### src/rtl/sscd_pkg.sv
package sscd_pkg;

    // Default build values.
    localparam int NUM_DIGITS_DEF  = 6;
    localparam int SELECT_BITS_DEF = 8;

    // The digit store always holds eight entries; a load fills the first six.
    localparam int STORE_DEPTH = 8;
    localparam int PTR_W       = 3;
    localparam int SEG_BITS    = 8;
    localparam int DIGIT_W     = 4;

    // Shown for a value above the limit and, in both places, for a failed read.
    localparam logic [6:0] MAX_VALUE = 7'd99;

    // Store positions of the three digit pairs, tens digit first.
    localparam logic [PTR_W-1:0] POS_HOURS   = 3'd0;
    localparam logic [PTR_W-1:0] POS_MINUTES = 3'd2;
    localparam logic [PTR_W-1:0] POS_SECONDS = 3'd4;

    typedef enum logic [1:0] {
        OP_LOAD    = 2'd0,
        OP_REFRESH = 2'd1,
        OP_BLANK   = 2'd2,
        OP_NONE    = 2'd3
    } t_opcode;

    // One input item as held in the input register.
    typedef struct packed {
        t_opcode     opcode;
        logic [7:0]  hours;
        logic [7:0]  minutes;
        logic [7:0]  seconds;
        logic        hours_ok;
        logic        minutes_ok;
        logic        seconds_ok;
    } t_item;

    typedef struct packed {
        logic [DIGIT_W-1:0] tens;
        logic [DIGIT_W-1:0] units;
    } t_pair;

    // Saturate a clock value at 99 (or force 99 on a failed read) and split it
    // into two decimal digits. The tens digit is a multiply by 205/2048,
    // which is exact for values up to 99.
    function automatic t_pair split_value(input logic [7:0] value, input logic ok);
        logic [6:0]  v;
        logic [14:0] prod;
        t_pair       pair;
        if (!ok || value > 8'(MAX_VALUE)) begin
            v = MAX_VALUE;
        end else begin
            v = value[6:0];
        end
        prod       = 15'(v) * 15'd205;
        pair.tens  = prod[14:11];
        pair.units = DIGIT_W'(v - 7'(pair.tens) * 7'd10);
        return pair;
    endfunction

    // Segment byte for a digit: bit 0 is segment a, bit 6 is segment g,
    // bit 7 is the decimal point. Codes above 9 show nothing.
    function automatic logic [SEG_BITS-1:0] seg_of(input logic [DIGIT_W-1:0] digit);
        logic [SEG_BITS-1:0] segs;
        case (digit)
            4'd0:    segs = 8'h3F;
            4'd1:    segs = 8'h06;
            4'd2:    segs = 8'h5B;
            4'd3:    segs = 8'h4F;
            4'd4:    segs = 8'h66;
            4'd5:    segs = 8'h6D;
            4'd6:    segs = 8'h7C;
            4'd7:    segs = 8'h07;
            4'd8:    segs = 8'h7F;
            4'd9:    segs = 8'h67;
            default: segs = 8'h00;
        endcase
        return segs;
    endfunction

endpackage

### src/rtl/sscd_frame.sv
module sscd_frame
    import sscd_pkg::*;
#(
    parameter int NUM_DIGITS  = NUM_DIGITS_DEF,
    parameter int SELECT_BITS = SELECT_BITS_DEF,
    localparam int FRAME_BITS = SEG_BITS + SELECT_BITS
) (
    input  logic                  i_clk,
    input  logic                  i_rst_n,
    input  t_item                 i_item,
    input  logic                  i_take,
    output logic [FRAME_BITS-1:0] o_frame
);

    logic [DIGIT_W-1:0] r_digit [STORE_DEPTH];
    logic               r_blank [STORE_DEPTH];
    logic [PTR_W-1:0]   r_ptr;

    t_pair              w_hours;
    t_pair              w_minutes;
    t_pair              w_seconds;
    logic [PTR_W:0]     w_ptr_inc;
    logic [PTR_W-1:0]   n_ptr;
    logic [SEG_BITS-1:0]    w_segs;
    logic [SELECT_BITS-1:0] w_sel;

    // Digit pairs for a load.
    always_comb begin
        w_hours   = split_value(i_item.hours, i_item.hours_ok);
        w_minutes = split_value(i_item.minutes, i_item.minutes_ok);
        w_seconds = split_value(i_item.seconds, i_item.seconds_ok);
    end

    // The pointer wraps after the last digit.
    always_comb begin
        w_ptr_inc = {1'b0, r_ptr} + (PTR_W+1)'(1);
        if (w_ptr_inc >= (PTR_W+1)'(NUM_DIGITS)) begin
            n_ptr = '0;
        end else begin
            n_ptr = w_ptr_inc[PTR_W-1:0];
        end
    end

    // Segments and one-hot select for the frame of the current item.
    // A blank digit sends empty segments with no select bit set.
    always_comb begin
        w_segs = '0;
        w_sel  = '0;
        if (i_item.opcode == OP_BLANK) begin
            for (int i = 0; i < SELECT_BITS; i++) begin
                w_sel[i] = (i == NUM_DIGITS - 1);
            end
        end else if (!r_blank[r_ptr]) begin
            w_segs = seg_of(r_digit[r_ptr]);
            for (int i = 0; i < SELECT_BITS; i++) begin
                w_sel[i] = (i == int'(r_ptr));
            end
        end
        o_frame = {w_segs, w_sel};
    end

    // Digit store and pointer update as items leave the input register.
    always_ff @(posedge i_clk) begin
        if (!i_rst_n) begin
            for (int i = 0; i < STORE_DEPTH; i++) begin
                r_digit[i] <= '0;
                r_blank[i] <= 1'b0;
            end
            r_ptr <= '0;
        end else if (i_take) begin
            case (i_item.opcode)
                OP_LOAD: begin
                    r_digit[POS_HOURS]       <= w_hours.tens;
                    r_digit[POS_HOURS+1]     <= w_hours.units;
                    r_digit[POS_MINUTES]     <= w_minutes.tens;
                    r_digit[POS_MINUTES+1]   <= w_minutes.units;
                    r_digit[POS_SECONDS]     <= w_seconds.tens;
                    r_digit[POS_SECONDS+1]   <= w_seconds.units;
                    // Leading hour zero is hidden unless the hour is zero.
                    r_blank[POS_HOURS]       <= i_item.hours_ok &&
                                                (w_hours.tens == '0) &&
                                                (w_hours.units != '0);
                    r_blank[POS_HOURS+1]     <= 1'b0;
                    r_blank[POS_MINUTES]     <= 1'b0;
                    r_blank[POS_MINUTES+1]   <= 1'b0;
                    r_blank[POS_SECONDS]     <= 1'b0;
                    r_blank[POS_SECONDS+1]   <= 1'b0;
                    r_ptr                    <= '0;
                end
                OP_REFRESH: begin
                    r_ptr <= n_ptr;
                end
                default: begin
                end
            endcase
        end
    end

endmodule

### src/rtl/sscd_shift.sv
module sscd_shift
    import sscd_pkg::*;
#(
    parameter int FRAME_BITS = SEG_BITS + SELECT_BITS_DEF
) (
    input  logic                  i_clk,
    input  logic                  i_rst_n,
    input  logic                  i_load,
    input  logic [FRAME_BITS-1:0] i_frame,
    input  logic                  i_ready,
    output logic                  o_valid,
    output logic                  o_bit,
    output logic                  o_last,
    output logic                  o_free
);

    localparam int CNT_W = $clog2(FRAME_BITS + 1);

    logic [FRAME_BITS-1:0] r_frame;
    logic [CNT_W-1:0]      r_cnt;
    logic                  w_xfer;

    assign o_valid = (r_cnt != '0);
    assign o_last  = (r_cnt == CNT_W'(1));
    assign o_bit   = r_frame[FRAME_BITS-1];
    assign w_xfer  = o_valid && i_ready;
    // A new frame may load while the last bit of the current one transfers.
    assign o_free  = !o_valid || (w_xfer && o_last);

    always_ff @(posedge i_clk) begin
        if (!i_rst_n) begin
            r_cnt <= '0;
        end else if (i_load) begin
            r_cnt <= CNT_W'(FRAME_BITS);
        end else if (w_xfer) begin
            r_cnt <= r_cnt - CNT_W'(1);
        end
    end

    // Frame bits go out MSB first.
    always_ff @(posedge i_clk) begin
        if (i_load) begin
            r_frame <= i_frame;
        end else if (w_xfer) begin
            r_frame <= {r_frame[FRAME_BITS-2:0], 1'b0};
        end
    end

endmodule

### src/rtl/seven_segment_clock_display_driver_top.sv
// Clock display driver for a chain of serial shift registers feeding a
// multiplexed seven-segment display. A load item (tuser opcode 0) stores the
// hours, minutes and seconds as six decimal digits and produces no output; a
// refresh item (opcode 1) sends the next digit and a blank item (opcode 2)
// sends empty segments for the last digit. Each frame is 8 + SELECT_BITS
// serial bits (16 by default), one bit per output transfer, MSB first: the
// segment byte (dp, g, f, e, d, c, b, a) and then the one-hot digit select,
// with tlast on the final bit where the latch pulse belongs. The bit
// serializer sets the rate: a frame item occupies it until its last bit has
// transferred, and the next frame item is taken in the cycle its last bit
// transfers, so frames stream without gaps. Loads and unused opcodes do not
// wait for the serializer. There is no clearing pass after reset.
module seven_segment_clock_display_driver_top
    import sscd_pkg::*;
#(
    parameter int NUM_DIGITS  = NUM_DIGITS_DEF,
    parameter int SELECT_BITS = SELECT_BITS_DEF
) (
    input  logic        i_clk,
    input  logic        i_rst_n,
    input  logic        s_axis_tvalid,
    output logic        s_axis_tready,
    // [7:0] hours, [15:8] minutes, [23:16] seconds, [24] hours_ok,
    // [25] minutes_ok, [26] seconds_ok, [31:27] zero
    input  logic [31:0] s_axis_tdata,
    // [1:0] opcode
    input  logic [1:0]  s_axis_tuser,
    output logic        m_axis_tvalid,
    input  logic        m_axis_tready,
    // [0] serial_bit, [7:1] zero
    output logic [7:0]  m_axis_tdata,
    // latch_after
    output logic        m_axis_tlast
);

    localparam int FRAME_BITS = SEG_BITS + SELECT_BITS;

    logic                  r_in_valid;
    t_item                 r_item;
    logic                  w_is_frame;
    logic                  w_take;
    logic                  w_shift_load;
    logic                  w_shift_free;
    logic                  w_bit;
    logic [FRAME_BITS-1:0] w_frame;

    // Input register; an item leaves it when the serializer can take its frame.
    assign w_is_frame    = (r_item.opcode == OP_REFRESH) || (r_item.opcode == OP_BLANK);
    assign w_take        = r_in_valid && (!w_is_frame || w_shift_free);
    assign w_shift_load  = w_take && w_is_frame;
    assign s_axis_tready = !r_in_valid || w_take;

    always_ff @(posedge i_clk) begin
        if (!i_rst_n) begin
            r_in_valid <= 1'b0;
        end else if (s_axis_tready) begin
            r_in_valid <= s_axis_tvalid;
        end
    end

    always_ff @(posedge i_clk) begin
        if (s_axis_tvalid && s_axis_tready) begin
            r_item.opcode     <= t_opcode'(s_axis_tuser);
            r_item.hours      <= s_axis_tdata[7:0];
            r_item.minutes    <= s_axis_tdata[15:8];
            r_item.seconds    <= s_axis_tdata[23:16];
            r_item.hours_ok   <= s_axis_tdata[24];
            r_item.minutes_ok <= s_axis_tdata[25];
            r_item.seconds_ok <= s_axis_tdata[26];
        end
    end

    // Digit store and frame assembly.
    sscd_frame #(
        .NUM_DIGITS  (NUM_DIGITS),
        .SELECT_BITS (SELECT_BITS)
    ) u_frame (
        .i_clk   (i_clk),
        .i_rst_n (i_rst_n),
        .i_item  (r_item),
        .i_take  (w_take),
        .o_frame (w_frame)
    );

    // Bit serializer driving the output stream.
    sscd_shift #(
        .FRAME_BITS (FRAME_BITS)
    ) u_shift (
        .i_clk   (i_clk),
        .i_rst_n (i_rst_n),
        .i_load  (w_shift_load),
        .i_frame (w_frame),
        .i_ready (m_axis_tready),
        .o_valid (m_axis_tvalid),
        .o_bit   (w_bit),
        .o_last  (m_axis_tlast),
        .o_free  (w_shift_free)
    );

    assign m_axis_tdata = {7'b0, w_bit};

    // A frame only loads into an idle serializer or one finishing its last bit.
    a_load_when_free: assert property (@(posedge i_clk) disable iff (!i_rst_n)
        w_shift_load |-> (!m_axis_tvalid || (m_axis_tready && m_axis_tlast)))
        else $error("frame loaded over a frame in progress");

    // A frame starts only from a refresh or blank item.
    a_frame_source: assert property (@(posedge i_clk) disable iff (!i_rst_n)
        $rose(m_axis_tvalid) |-> $past(w_shift_load))
        else $error("output started without a frame item");

    // The input register only stalls behind a frame that is still shifting.
    a_stall_reason: assert property (@(posedge i_clk) disable iff (!i_rst_n)
        (r_in_valid && !w_take) |-> (m_axis_tvalid && w_is_frame))
        else $error("input stalled with the serializer free");

endmodule

### config.mk
export PLATFORM = sky130hd
export DESIGN_NAME = seven_segment_clock_display_driver_top
export DESIGN_NICKNAME = d
export VERILOG_FILES = /design/src/rtl/sscd_pkg.sv /design/src/rtl/sscd_frame.sv /design/src/rtl/sscd_shift.sv /design/src/rtl/seven_segment_clock_display_driver_top.sv
export SDC_FILE = /design/constraint.sdc
export NUM_CORES = 1
export LEC_CHECK = 0
export ABC_AREA = 1
export BUFFER_PORTS_ARGS = -buffer_cell sky130_fd_sc_hd__buf_4
export CORE_ASPECT_RATIO = 0.8
export CORE_MARGIN = 2
export CORE_UTILIZATION = 40
export DETAILED_ROUTE_END_ITERATION = 12
export GPL_ROUTABILITY_DRIVEN = 0
export MAX_ROUTING_LAYER = met4
export PLACE_DENSITY_LB_ADDON = 0.15
export SLEW_MARGIN = 40
export SYNTH_ARGS = -nofsm -noshare
export SYNTH_HDL_FRONTEND = slang
export SYNTH_SLANG_ARGS = --single-unit
### constraint.sdc
create_clock -name i_clk -period 7.85 [get_ports i_clk]
set_input_delay 1.1775 -clock i_clk [delete_from_list [all_inputs] [get_ports i_clk]]
set_output_delay 1.1775 -clock i_clk [all_outputs]
set_load 0.01 [all_outputs]
Word level (Yosys, flattened, before mapping)
Memories as Yosys holds them, arrays and structs flattened. A register that Yosys moved wholly into a read port is not among the register bits.
Cells that the tools add are included.
Storage, ports and cells
  bits in registers: 54
  bits in latches: 0
  bits in writable memories: 40
  ROM bits: 112
  bits of input ports: 38
  output and inout bits: 11
  logic and storage cells: 116
  memories kept: 3
Cells by class
  add/subtract/negate cells: 5
  multipliers: 6
  divide/modulo/power cells: 0
  magnitude comparators: 4
  eq/ne operators: 10
  shift-type cells: 0
  muxes and demuxes: 34
  bitwise operators: 13
  reductions and logical operators: 29
Memories
  (name not given): words 16, width 7, rd ports 1, clocked after memory_dff 0, write ports 0, RTL line sscd_pkg.sv:66  | case (digit)
  u_frame.r_digit: words 8, width 4, rd ports 1, clocked after memory_dff 1, write ports 8, RTL line sscd_frame.sv:15  | logic [DIGIT_W-1:0] r_digit [STORE_DEPTH];
  u_frame.r_blank: words 8, width 1, rd ports 1, clocked after memory_dff 1, write ports 8, RTL line sscd_frame.sv:16  | logic r_blank [STORE_DEPTH];
Operator list (number)
  multiplier 7 x 8 -> 15 bit (second input constant): 3
  2-to-1 mux 16 bit: 2
  2-to-1 mux 8 bit: 4
  > comparator 8 x 7 -> 1 bit (second input constant): 3
  2-to-1 mux 4 bit: 6
  2-to-1 mux 7 bit: 3
  2-to-1 mux 3 bit: 5
  == test 3 bit (first input constant): 4
  multiplier 4 x 3 -> 3 bit (second input constant): 3
  OR 1 bit: 12
  subtractor 4 bit: 3
  2-to-1 mux 1 bit: 11
  2-to-1 mux 5 bit: 2
  logical AND 1 bit: 7
  logical OR 1 bit: 7
  == test 2 x 3 -> 1 bit (first input constant): 2
  logical NOT 1 bit: 6
  one-hot mux 3 bit (2 select lines): 1
  == test 5 x 1 -> 1 bit (second input constant): 1
  nonzero test 5 bit: 1
  subtractor 5 x 1 -> 5 bit (second input constant): 1
  adder 3 x 1 -> 4 bit (second input constant): 1
  >= comparator 4 x 3 -> 1 bit (second input constant): 1
  logical NOT 4 bit: 1
  other kinds (10): 11

Longest topological paths before layout
  depth after elaboration: 10
  mapped depth: 30
  depth with buffers taken out: 30

Modules after synthesis
A second synthesis with hierarchy kept.
Unflattened totals
  cells, all modules: 827
  area total of the unflattened synthesis: 7146.9 µm²
Modules (own cells, without submodules)
  sscd_frame: instances 1, cells an instance 658, area each 5111.2 µm², seq. area each 980.9 µm²
  seven_segment_clock_display_driver_top: instances 1, cells an instance 56, area each 1041.0 µm², seq. area each 890.9 µm²
  sscd_shift: instances 1, cells an instance 113, area each 994.7 µm², seq. area each 580.6 µm²

Worst setup path after synthesis
OpenSTA, ideal clock, no wires.
  path kind: register -> register
  start point: register r_item[5] in the netlist's numbering
  end point: memory u_frame.r_digit[5][3], data pin
  library setup time: 266 ps
  arrival time: 4420 ps
  data required time: 7584 ps
  slack: 3164 ps
  cell stages (with the launch flop): 26
  buffers on the path: 0
  clock period less this slack: 4686 ps
  cell sequence: edfxtp_1 > nor2_1 > nand2_1 > nand2_1 > nand2_1 > or2_2 > ha_1 > fa_1 > fa_1 > ha_1 > ha_1 > a21oi_1 > nand2_1 > a21oi_1 > nand2_1 > nand2_1 > nand2_1 > inv_1 > ha_1 > inv_1 > fa_1 > xor2_1 > inv_1 > nand3_1 > nand2_1 > nor2_1
RTL lines
  from (decl): RTL line seven_segment_clock_display_driver_top.sv:39  | t_item r_item;
  to (decl): RTL line sscd_frame.sv:15

==> results.md <==
- Outcome: finished clean
- CTS tree: yes
- Switching pwr: between 0.8 and 0.9 mW
- Initial DRC Count: 216
- H-tree Lvls: 3
- Startpoint Class: register
- PortBufs: 36
- Min cycle time layout: 5.09 ns
- Synth Flop Type: edfxtp_1
- Skew-Pair Late Insertion Delay: 0.34 ns
- # resized after CTS: 0
- Post-synthesis area per instance: 8.84 um2
- Total gr overflow: 0
- Post-synth ARST share: 0%
- Max stage delay cell, worst path: fa_1
- Final Skew: 0.00501 ns
- Net Sw Frac: 40.0%
- Area leader, netlist: edfxtp_1
- Post-synthesis sequential area ratio: 35.0%
- Top-count cell post-synth: inv_1
- Syn Inst Count: 792
- Synth warnings: 0
- Share of power burned in registers: a little under a third
- Fillers: 1656
- PwrDens: 282 nW/um2
- Drt via density: 4.76
- Maxcap violations: 0
- Antenna viol nets, final: 0
- Core Util, Final: between 40% and 50%
- Post-synth EDFFs: 69
- Fmax: just under 0.2 GHz
- Worst hold margin: 0.434 ns
- Clock transition at path regs: 0.06 ns
- Initial antenna violation count: 0
- Post-layout net count: 1014
- RSZ-0062 raised after global routing: no
- CP Capture Type: register
- HPWL Detailed: 10500 um
- Number of diodes: 0
- # hold bufs at CTS: 0
- Die Y-Extent: roughly 120 um
- Global-route usage over all layers: around 15%
- Final Hold Viols: 0
- Cell-internal power: between 1 and 1.5 mW
- Mapped Area: between 7000 and 8000 um2
- Layout Cells excl Fill: 1062
- First-pass GRT wire length: 22800 um
- CTS max path bufs: 2
- Detailed-route via count: about 5000
- VDD IR-drop max: 0.000118 V
- # rows: 43
- Area of the multi-input gates: 3890 um2
- Share of cells above drive strength 1: 8.72%
- DRT Wirelength: 13000 um
- Final period util: 64.9%
- Largest net degree at the start of global routing: 30
- DRT Pass-1 Iters: 4
- Wirelength per Cell: 12.2 um
- Pins Over Slew Limit: 0
- FF+latch area: 2450 um2
- Crit path largest cell delay: 0.46 ns
- Combinational power share: about 49%
- Area growth, synth to finish: 11.5%
- Top post-synthesis cells by area: edfxtp_1, ha_1, inv_1, fa_1, nand2_1
- Width of the die: 152 um
- Die area: 18600 um2
- Arr. time, crit path: 5.19 ns
- Number of global-route vias before repair: just over 5000
- Hold crit path type: reg2reg
- Crit path top cell by count: nand2_1
- CP max FO: 7
- Core ar.: 17200 um2
- Total negative setup slack: 0 ns
- Leak Pwr: 3.92 nW
- Clock Sink Count: 88
- Reg2Reg Setup Slack: 2.76 ns
- Placed instance count: 1046
- Netlist cell types: 47
- Ports: about 50
- WP data required: 7.94 ns
- Top post-synthesis cells by count: inv_1, nand2_1, ha_1
- Clock power frac: 20.4%
- Seq cells post-synth: 88
- Yosys top cell area share: 29.6%
- Number of remaining DRC errors: 0
- Final setup violation count: 0
- Clk root buf: clkbuf_16
- Post-CTS Setup Inserts: 0
- Starting Density: 40.7%
- Slew margin rel.: roughly 56%
- Slew @ Worst Pin: 0.651 ns
- TritonCTS buffer count: 9
- Critical path type: reg2reg
-- state kept, by name, summed over array words and instances (netlist names), named ones only --
register         flops
r_in_valid           1
r_item              29
u_frame.r_blank      7
u_frame.r_digit     24
u_frame.r_ptr        3
u_shift.r_cnt        5
u_shift.r_frame     16
-- layer usage --
metal  GRT usage [%]  vias up  part of all wire [%]
li1                -     2655                     -
met1            20.3     2336                    51
met2            24.7       52                    45
met3            3.28       12                   2.3
met4            3.86        0                   1.3
met5               -        -                     0
-- placed cells by master (no fill, tap or decap), types with 9 or more instances in the layout --
| master | n |
|---|---|
| nor2_1 | 86 |
| xor2_1 | 9 |
| dfxtp_1 | 19 |
| fa_1 | 27 |
| o21ai_0 | 22 |
| nand3_1 | 29 |
| o21ai_1 | 9 |
| edfxtp_1 | 69 |
| a21oi_1 | 38 |
| ha_1 | 117 |
| nand2_1 | 127 |
| buf_4 | 38 |
| clkbuf_16 | 9 |
| inv_1 | 153 |
-- critical path: cells and delay by family, from the launching register on --
kind	cells	cell delay [ns]
adder cells (fa/ha/maj)	7	2.14
XOR/XNOR	1	0.19
AND/OR/NAND/NOR	12	1.51
buffers and inverters	3	0.21
flip-flops	1	0.40
AO/OA/AOI/OAI	2	0.37
-- worst paths after layout --
check | start | end | cells past startpoint
setup reg to reg | r_item[13] | u_frame.r_digit[3][3] | 25
hold / removal | u_frame.r_blank[6] | u_frame.r_blank[6] | 2
hold reg to reg | u_frame.r_blank[6] | u_frame.r_blank[6] | 2
setup / recovery | r_item[13] | u_frame.r_digit[3][3] | 25
-- cells by family (layout without fill, tap and decap cells) --
group           count (synthesis)  in the layout  share of synthesized area [%]
other cells                     1              7                         0.0535
simple gates                  276            276                           16.6
buf+inv                       170            209                           9.74
fa+ha+maj                     144            144                           28.6
xor+xnor                       12             12                           1.50
compound gates                101            101                           8.50
flops                          88             88                           35.0
-- per-stage QoR --
step	total power, mW	instance area [um2]	setup WS [ns]
2_1_floorplan	1.52	7030	3.16
3_3_place_gp	1.73	7490	2.79
3_5_place_dp	1.76	7500	2.70
4_1_cts	2.23	7810	2.69
5_1_grt	2.44	7810	2.29
6_report	2.20	7810	2.76
-- area by class of cell --
class	instances	share of cell area, %
Timing Repair Buffer	38	3.65
Inverter	155	7.45
Sequential cell	88	31.4
Clock buffer	9	2.88
Clock inverter	7	1.11
Multi-Input combinational cell	540	49.9
Tap cell	225	3.61
-- power by group through the flow --
stage | combinational [mW] | clock [mW] | sequential (mW)
2_1_floorplan | 0.859 | 0 | 0.658
3_3_place_gp | 1.06 | 0 | 0.671
3_5_place_dp | 1.09 | 0 | 0.672
4_1_cts | 1.10 | 0.465 | 0.664
5_1_grt | 1.28 | 0.485 | 0.673
6_report | 1.09 | 0.449 | 0.663
(Power assumes the default switching activity.)
